--- src/hdl/nearest_track_delta_r_matcher_assert.svh ---
// ----------------------------------------------------------------------------
// Assertion macros for the nearest-track delta-R matcher.
// Both macros sample on the rising edge of aclk.
// ----------------------------------------------------------------------------
`ifndef NEAREST_TRACK_DELTA_R_MATCHER_ASSERT_SVH
`define NEAREST_TRACK_DELTA_R_MATCHER_ASSERT_SVH

// Checked only outside reset.
`define NTDR_ASSERT(label, prop, msg) \
    label: assert property (@(posedge aclk) disable iff (!aresetn) prop) else $error(msg);

// Checked at every edge, reset included.
`define NTDR_ASSERT_ALWAYS(label, prop, msg) \
    label: assert property (@(posedge aclk) prop) else $error(msg);

`endif

--- src/hdl/ntdr_pkg.sv ---
`timescale 1ns / 1ps
// ----------------------------------------------------------------------------
// ntdr_pkg
// Shared types and constants of the nearest-track delta-R matcher.
// ----------------------------------------------------------------------------
package ntdr_pkg;

    localparam int MAX_TRACKS_DEFAULT = 256;

    localparam logic [1:0] MODE_CLEAR = 2'd0;
    localparam logic [1:0] MODE_LOAD  = 2'd1;
    localparam logic [1:0] MODE_QUERY = 2'd2;

    localparam logic [7:0] TYPE_TRACKER    = 8'(1 << 1);
    localparam logic [7:0] TYPE_GLOBAL     = 8'(1 << 2);
    localparam logic [7:0] MATCH_TYPE_MASK = TYPE_TRACKER | TYPE_GLOBAL;

    localparam logic signed [13:0] PHI_PI     = 14'sd3217;
    localparam logic signed [13:0] PHI_TWO_PI = 14'sd6434;

    localparam logic [25:0] DR2_SAT       = 26'h3FF_FFFF;
    localparam logic [12:0] MAX_DR_RESET  = 13'd102;

    typedef struct packed {
        logic accept;
        logic scan_start;
        logic issue;
        logic load_result;
    } ntdr_cmd_t;

    typedef struct packed {
        logic scan_needed;
        logic scan_last;
        logic pipe_busy;
    } ntdr_status_t;

endpackage

--- src/hdl/ntdr_ctrl.sv ---
`timescale 1ns / 1ps
// ----------------------------------------------------------------------------
// ntdr_ctrl
// Controller: takes input transfers, sequences the track scan of a query and
// hands finished results to the output register.
// ----------------------------------------------------------------------------
module ntdr_ctrl (
    input  logic                  aclk,
    input  logic                  aresetn,
    input  logic                  s_valid,
    output logic                  s_ready,
    input  logic [1:0]            s_mode,
    output logic                  m_valid,
    input  logic                  m_ready,
    input  ntdr_pkg::ntdr_status_t status,
    output ntdr_pkg::ntdr_cmd_t    cmd
);

    localparam logic [1:0] ST_IDLE  = 2'd0;
    localparam logic [1:0] ST_SCAN  = 2'd1;
    localparam logic [1:0] ST_DRAIN = 2'd2;

    logic [1:0] state_reg;
    logic [1:0] state_next;
    logic       m_valid_reg;
    logic       m_valid_next;
    logic       query_accept;

    assign s_ready      = (state_reg == ST_IDLE);
    assign query_accept = s_valid && s_ready && (s_mode == ntdr_pkg::MODE_QUERY);

    always_comb begin
        cmd.accept      = s_valid && s_ready;
        cmd.scan_start  = query_accept && status.scan_needed;
        cmd.issue       = (state_reg == ST_SCAN);
        cmd.load_result = (state_reg == ST_DRAIN) && !status.pipe_busy
                          && (!m_valid_reg || m_ready);
    end

    always_comb begin
        state_next = state_reg;
        unique case (state_reg)
            ST_IDLE: begin
                if (query_accept) begin
                    state_next = status.scan_needed ? ST_SCAN : ST_DRAIN;
                end
            end
            ST_SCAN: begin
                if (status.scan_last) begin
                    state_next = ST_DRAIN;
                end
            end
            ST_DRAIN: begin
                if (cmd.load_result) begin
                    state_next = ST_IDLE;
                end
            end
            default: state_next = ST_IDLE;
        endcase
    end

    always_comb begin
        m_valid_next = m_valid_reg;
        if (cmd.load_result) begin
            m_valid_next = 1'b1;
        end else if (m_ready) begin
            m_valid_next = 1'b0;
        end
    end

    always_ff @(posedge aclk) begin
        if (!aresetn) begin
            state_reg   <= ST_IDLE;
            m_valid_reg <= 1'b0;
        end else begin
            state_reg   <= state_next;
            m_valid_reg <= m_valid_next;
        end
    end

    assign m_valid = m_valid_reg;

`include "nearest_track_delta_r_matcher_assert.svh"

    `NTDR_ASSERT(a_result_from_drain, $rose(m_valid_reg) |-> $past(state_reg == ST_DRAIN), "result appeared outside drain")
    `NTDR_ASSERT(a_scan_exit, (state_reg == ST_SCAN) |=> (state_reg == ST_SCAN || state_reg == ST_DRAIN), "scan left to a wrong state")
    `NTDR_ASSERT(a_skip_scan, (query_accept && !status.scan_needed) |=> (state_reg == ST_DRAIN), "unscanned query did not go to drain")

endmodule

--- config.mk ---
export PLATFORM = sky130hd
export DESIGN_NAME = ntdr_ctrl
export DESIGN_NICKNAME = d
export VERILOG_FILES = /design/src/hdl/ntdr_pkg.sv /design/src/hdl/ntdr_ctrl.sv
export VERILOG_INCLUDE_DIRS = /design/src /design/src/hdl
export SDC_FILE = /design/constraint.sdc
export NUM_CORES = 1
export LEC_CHECK = 0
export ABC_AREA = 1
export BUFFER_PORTS_ARGS = -buffer_cell sky130_fd_sc_hd__buf_4
export CAP_MARGIN = 20
export CELL_PAD_IN_SITES_DETAIL_PLACEMENT = 0
export CELL_PAD_IN_SITES_GLOBAL_PLACEMENT = 1
export CORE_AREA = 8 8 45 47
export DETAILED_ROUTE_END_ITERATION = 8
export DIE_AREA = 0 0 53 55
export PLACE_DENSITY = 0.52
export SLEW_MARGIN = 5
export SYNTH_ARGS = -nofsm -noshare
export SYNTH_HDL_FRONTEND = slang
export SYNTH_SLANG_ARGS = --single-unit
--- constraint.sdc ---
create_clock -name aclk -period 1.4 [get_ports aclk]
set_input_delay 0.14 -clock aclk [delete_from_list [all_inputs] [get_ports aclk]]
set_output_delay 0.14 -clock aclk [all_outputs]
set_load 0.005 [all_outputs]
==> results of run 1 <==
==> per-stage QoR <==
step	hold slack, ps	cell area, um2	util	power [mW]
final	168	338	0.244	0.295
after detailed placement	405	312	0.225	0.148
after global placement	409	312	0.225	0.149
after global routing	169	338	0.244	0.322
after floorplan	298	194	-	0.116
after CTS	168	338	0.244	0.303
==> layout by cell type, fill, tap and decap left out, drive strengths merged <==
master	synthesis	final
nand3	1	1
buf	1	14
nand2	4	4
nor2	3	3
nor3	1	1
a31oi	1	1
nand4	1	1
a21oi	5	5
clkbuf	0	4
dfxtp	3	3
inv	8	8
o21ai	1	1
==> synth_stat cells <==
library cell / count / area (um2)
nand3_1: 1 / 5.00
nand4_2: 1 / 12.5
a31oi_1: 1 / 6.26
a21oi_2: 1 / 8.76
nor2_2: 1 / 6.26
dfxtp_1: 3 / 60.1
nor3_2: 1 / 10.0
o21ai_1: 1 / 5.00
buf_4: 1 / 7.51
nand2_1: 4 / 15.0
nor2_1: 2 / 7.51
inv_1: 8 / 30.0
a21oi_1: 4 / 20.0
==> worst max-delay path: stages, from the launching register on <==
cell and delay (ps):
dfxtp_1 360, nor3_2 240, nand4_2 120, inv_1 80, buf_4 100
==> how the worst max path moves through the flow <==
stage	startpoint	endpoint	slack (ps)
after detailed placement	state_reg[1]$_SDFFE_PN0P_	cmd[2]	370
after global placement	state_reg[1]$_SDFFE_PN0P_	cmd[2]	360
final	state_reg[1]$_SDFFE_PN0P_	cmd[2]	140
after floorplan	state_reg[0]$_SDFFE_PN0P_	state_reg[1]$_SDFFE_PN0P_	470
after CTS	state_reg[1]$_SDFFE_PN0P_	cmd[2]	110
after global routing	state_reg[1]$_SDFFE_PN0P_	cmd[2]	40
==> area by class of cell <==
class	instances	area (um2)	area share
timing repair buffer	14	105	0.311
multi-input combinational	17	96.3	0.285
sequential	3	60.1	0.178
inverter	8	30.0	0.0889
clock buffer	4	26.3	0.0778
tap	16	20.0	0.0593
==> cell families (layout without fill, tap and decap cells) <==
| group | after synthesis | after routing |
|---|---|---|
| AO/OA/AOI/OAI | 7 | 7 |
| buffers and inverters | 9 | 26 |
| flip-flops | 3 | 3 |
| AND/OR/NAND/NOR | 10 | 10 |
==> per-layer routing <==
| layer | global-route usage | share of wire |
|---|---|---|
| met3 | 0.0401 | 0.13 |
| met1 | 0.0409 | 0.41 |
| met2 | 0.0586 | 0.42 |
| met4 | 0.0388 | 0.035 |
| met5 | 0 | 0 |
==> power by group <==
group	total [mW]	switching (mW)	internal [mW]
sequential	0.0930	0.00391	0.0890
combinational	0.0528	0.0213	0.0315
clock	0.149	0.0423	0.107
==> results.cfg, run 1 <==
[placement]
port_buffers = 14
place_congestion = 0.704
dp_cells = 58
pre_cts_slack_ps = 367

[floorplanning]
die_area_um2 = 2920
rows = 14
die_h_um = 55
io_pins = 15
die_w_um = 53
initial_core_util = 0.140
core_area_um2 = 1380

[logic_synthesis]
synth_compound_area_frac = 0.206
synth_top_family_by_area = simple AND/OR/NAND/NOR gates
synth.area.mux_share = 0
synth_fa_ha_area_frac = 0
yosys_warnings = 0
syn_area_um2 = 194
yosys.area_share.simple = 0.290
synthCells = 29
synthXorXnorAreaFrac = 0
synth.ff_latch_count = 3
synth.distinct_cells = 13
ys_seq_area_frac = 0.310
synth.avg_cell_area_um2 = 6.69
syn_nets = 38

[clock_tree]
cts.clk_slew.worst_paths_ps = 30
cts_resized = 0
post-cts-setup-buffers = 0
cts_made_buffers = 3
cts_tree = done
cts_hold_buf = 0
clockRootBuffer = clkbuf_4
cts.sinks = 3
htreeDepth = 1
clockBufferDepth = 2
clkLatencyLatePin_ps = 230

[global_routing]
gr-total-overflow = 0
antenna_found_initial = 0
grt_pass1_vias = 225
grt_max_degree = 7
track_usage = 0.0442
grt_pass1_wl_um = 890

[worst_setup_path]
path_class = reg2out
reg2regPathDepth = 5
startpoint_type = flop
r2r_start = state_reg[0]$_SDFFE_PN0P_
critical_path_arrival_ps = 1120
worstPathMaxFanout = 6
r2r_setup_slack_ps = 380
cp.required_ps = 1260
critPathCaptureType = output port
timing.rr.end = state_reg[1]$_SDFFE_PN0P_

[drt]
drtIter0Drc = 7
viasPerCell = 3.79
avgRoutedWirePerCell_um = 8.85
firstDrtPassIters = 4
vias = 235
final_antenna_net_count = 0
drcViolationCount = 0
wl_um = 549

[finish]
area_growth_pct = 74.2
largest_reg_flops = 2
final_nets = 56
post_route_cells_drive_above_1_share = 0.457
fin_cells = 62
nFillCells = 158
antenna_cells = 0

[sta]
max_freq_mhz = 792
hold_viol = 0
fin_skew_ps = 2.00
rsz0062_at_grt = no
maxSlewViolCount = 0
post-route-min-period_ps = 1260
worst_slew_pin_slew_ps = 222
fin_crit_sh = 0.901
relSlewSlack = 0.851
fin_setup_tns_ps = 0
finalSetupViolCount = 0
finalWorstSetupSlack_ps = 138

[pwr]
power_density_nw_per_um2 = 872
peakVddDrop_mv = 0.524
leakage_nw = 0.182

[status]
status = completed

[job]
drv_cap = 0

[min_path]
worstHoldEndpoint = state_reg[1]$_SDFFE_PN0P_
worstHoldStart = aresetn
holdPathStages = 3
hold_path_class = in2reg
Power figures use the tool's default switching activity.
==> run 2, diff against run 1 <==
Settings changed: ABC_AREA 1 to 0, CAP_MARGIN 20 to 15, PLACE_DENSITY 0.52 to 0.5.
==> run 2 against run 1 <==
  * Utilization down 0.63 points
  * Synthesized area shrank 4.5%
  * Non-clock buffer count unchanged
  * Critical endpoint unchanged
  * Synthesized cell count fell by 21%
  * Sequential share of layout area is 0.47 points higher
  * Combinational power down 15%
  * Via count fell by 2.6%
  * Critical path type unchanged
  * Global-route usage increased by 0.70 points
  * Fmax decreased by 2.9%
==> results.cfg, run 2 <==
[floorplanning]
initial_core_util = 0.134
core_area_um2 = 1380
die_w_um = 53
rows = 14
die_h_um = 55
io_pins = 15
die_area_um2 = 2920

[drt]
viasPerCell = 4.09
drcViolationCount = 0
wl_um = 632
final_antenna_net_count = 0
drtIter0Drc = 4
vias = 229
firstDrtPassIters = 4
avgRoutedWirePerCell_um = 11.3

[worst_setup_path]
r2r_start = state_reg[1]$_SDFFE_PN0P_
startpoint_type = flop
critPathCaptureType = output port
path_class = reg2out
r2r_setup_slack_ps = 380
worstPathMaxFanout = 7
cp.required_ps = 1260
critical_path_arrival_ps = 1160
timing.rr.end = state_reg[0]$_SDFFE_PN0P_
reg2regPathDepth = 3

[clock_tree]
clkLatencyLatePin_ps = 230
htreeDepth = 1
cts.sinks = 3
cts.clk_slew.worst_paths_ps = 30
post-cts-setup-buffers = 0
cts_hold_buf = 0
clockRootBuffer = clkbuf_4
cts_resized = 0
cts_made_buffers = 3
clockBufferDepth = 2
cts_tree = done

[logic_synthesis]
synth_top_cells_by_count = dfxtp_1, nand2b_1, nor2_1, o21ai_0
synthTopCellsByArea = dfxtp_1, nand2b_1, nor3b_2, nor2_1, a32o_1
synth.distinct_cells = 16
synth.avg_cell_area_um2 = 8.05
synth_area_leader_cell = dfxtp_1
syn_area_um2 = 185
synth_top_area_frac = 0.324
synthCells = 23
syn_nets = 32
synth.ff_latch_count = 3
ys_seq_area_frac = 0.324
yosys_warnings = 0
synth_top_flop_cell = dfxtp_1
synth_edf_count = 0
synth-async-reset-ratio = 0

[sta]
finalWorstSetupSlack_ps = 101
maxSlewViolCount = 0
finalSetupViolCount = 0
rsz0062_at_grt = no
worst_slew_pin_slew_ps = 232
max_freq_mhz = 770
fin_setup_tns_ps = 0
relSlewSlack = 0.845
hold_viol = 0
post-route-min-period_ps = 1300
fin_crit_sh = 0.928
fin_skew_ps = 4.57

[finish]
multiInputGateArea_um2 = 114
final_nets = 50
post_route_cells_drive_above_1_share = 0.450
area_growth_pct = 77.7
fin_cells = 56
final_common_cell = buf_4
nFillCells = 160
mostFrequentLayoutCells = buf_4, nand2b_1, nor2_1, clkbuf_4, dfxtp_1
register_area_um2 = 60.1
antenna_cells = 0
largest_reg_flops = 2

[global_routing]
track_usage = 0.0513
gr-total-overflow = 0
grt_max_degree = 8
antenna_found_initial = 0
grt_pass1_wl_um = 1060
grt_pass1_vias = 251

[min_path]
holdPathStages = 2
worstHoldStart = aresetn
hold_path_class = in2reg
worstHoldEndpoint = state_reg[0]$_SDFFE_PN0P_

[placement]
place_congestion = 0.642
port_buffers = 14
dp_cells = 52
pre_cts_slack_ps = 358

[pwr]
p_switching_uw = 60.6
power_density_nw_per_um2 = 865
p_int_uw = 224
comb_power_share = 0.157
peakVddDrop_mv = 0.590
p_clk_frac = 0.523
fin_total_pwr_uw = 285
p_seq_frac = 0.320
p_sw_frac = 0.213
leakage_nw = 0.154

[job]
drv_cap = 0

[status]
status = completed
-- run 2: cell count changes in the layout (fill, tap and decap cells not counted), moves of 2 or more --
cell,before,now
inv_1,8,1
a21oi_1,4,1
nand2_1,4,1
nand2b_1,0,3
o21ai_0,0,2
-- run 2: cell type report --
cell class / count / area share
clock buffers: 4 / 0.0798
inverters: 1 / 0.0114
multi-input cells: 18 / 0.346
flip-flops and latches: 3 / 0.183
well taps: 16 / 0.0608
repair buffers: 14 / 0.319
-- run 2: kinds of logic (layout without fill, tap and decap cells) --
logic type | count (synthesis) | after routing | share of synthesized area
and+or+nand+nor | 13 | 13 | 0.439
DFF | 3 | 3 | 0.324
buffers and inverters | 2 | 19 | 0.0608
AOI/OAI and AO/OA | 5 | 5 | 0.176
-- run 2: critical path: stages, from the launching register on --
cell and delay [ps]:
dfxtp_1 360, nor3b_2 220, and4b_1 230, buf_4 120
-- run 2: per-stage QoR --
step / util / hold slack (ps) / area, um2
2_1_floorplan: - / 258 / 185
3_3_place_gp: 0.219 / 386 / 303
3_5_place_dp: 0.219 / 388 / 303
4_1_cts: 0.238 / 146 / 329
5_1_grt: 0.238 / 140 / 329
6_report: 0.238 / 153 / 329
-- run 2: power by group through the flow --
| stage | Sequential, mW | Clock (mW) | Combinational [mW] |
|---|---|---|---|
| after floorplan | 0.0917 | 0 | 0.0147 |
| after global placement | 0.0922 | 0 | 0.0452 |
| after detailed placement | 0.0923 | 0 | 0.0453 |
| after CTS | 0.0912 | 0.156 | 0.0457 |
| after global routing | 0.0915 | 0.175 | 0.0498 |
| final | 0.0911 | 0.149 | 0.0448 |
-- run 2: metal layers --
metal  up-vias  global-route usage  wire (um)  part of all wire
li1        114                   -          -                 -
met1        95              0.0574        306              0.48
met2        20              0.0586        222              0.35
met3         0              0.0535        103              0.16
met4         0              0.0259          0                 0
met5         -                   0          0                 0
-- run 2: worst max path at each step --
stage	endpoint	startpoint	slack, ps	depth (start not counted)
final	cmd[2]	state_reg[1]$_SDFFE_PN0P_	100	3
after floorplan	state_reg[0]$_SDFFE_PN0P_	state_reg[1]$_SDFFE_PN0P_	430	3
after detailed placement	cmd[2]	state_reg[1]$_SDFFE_PN0P_	360	3
after CTS	cmd[2]	state_reg[1]$_SDFFE_PN0P_	90	3
after global routing	cmd[2]	state_reg[1]$_SDFFE_PN0P_	4	3
after global placement	cmd[2]	state_reg[1]$_SDFFE_PN0P_	360	3
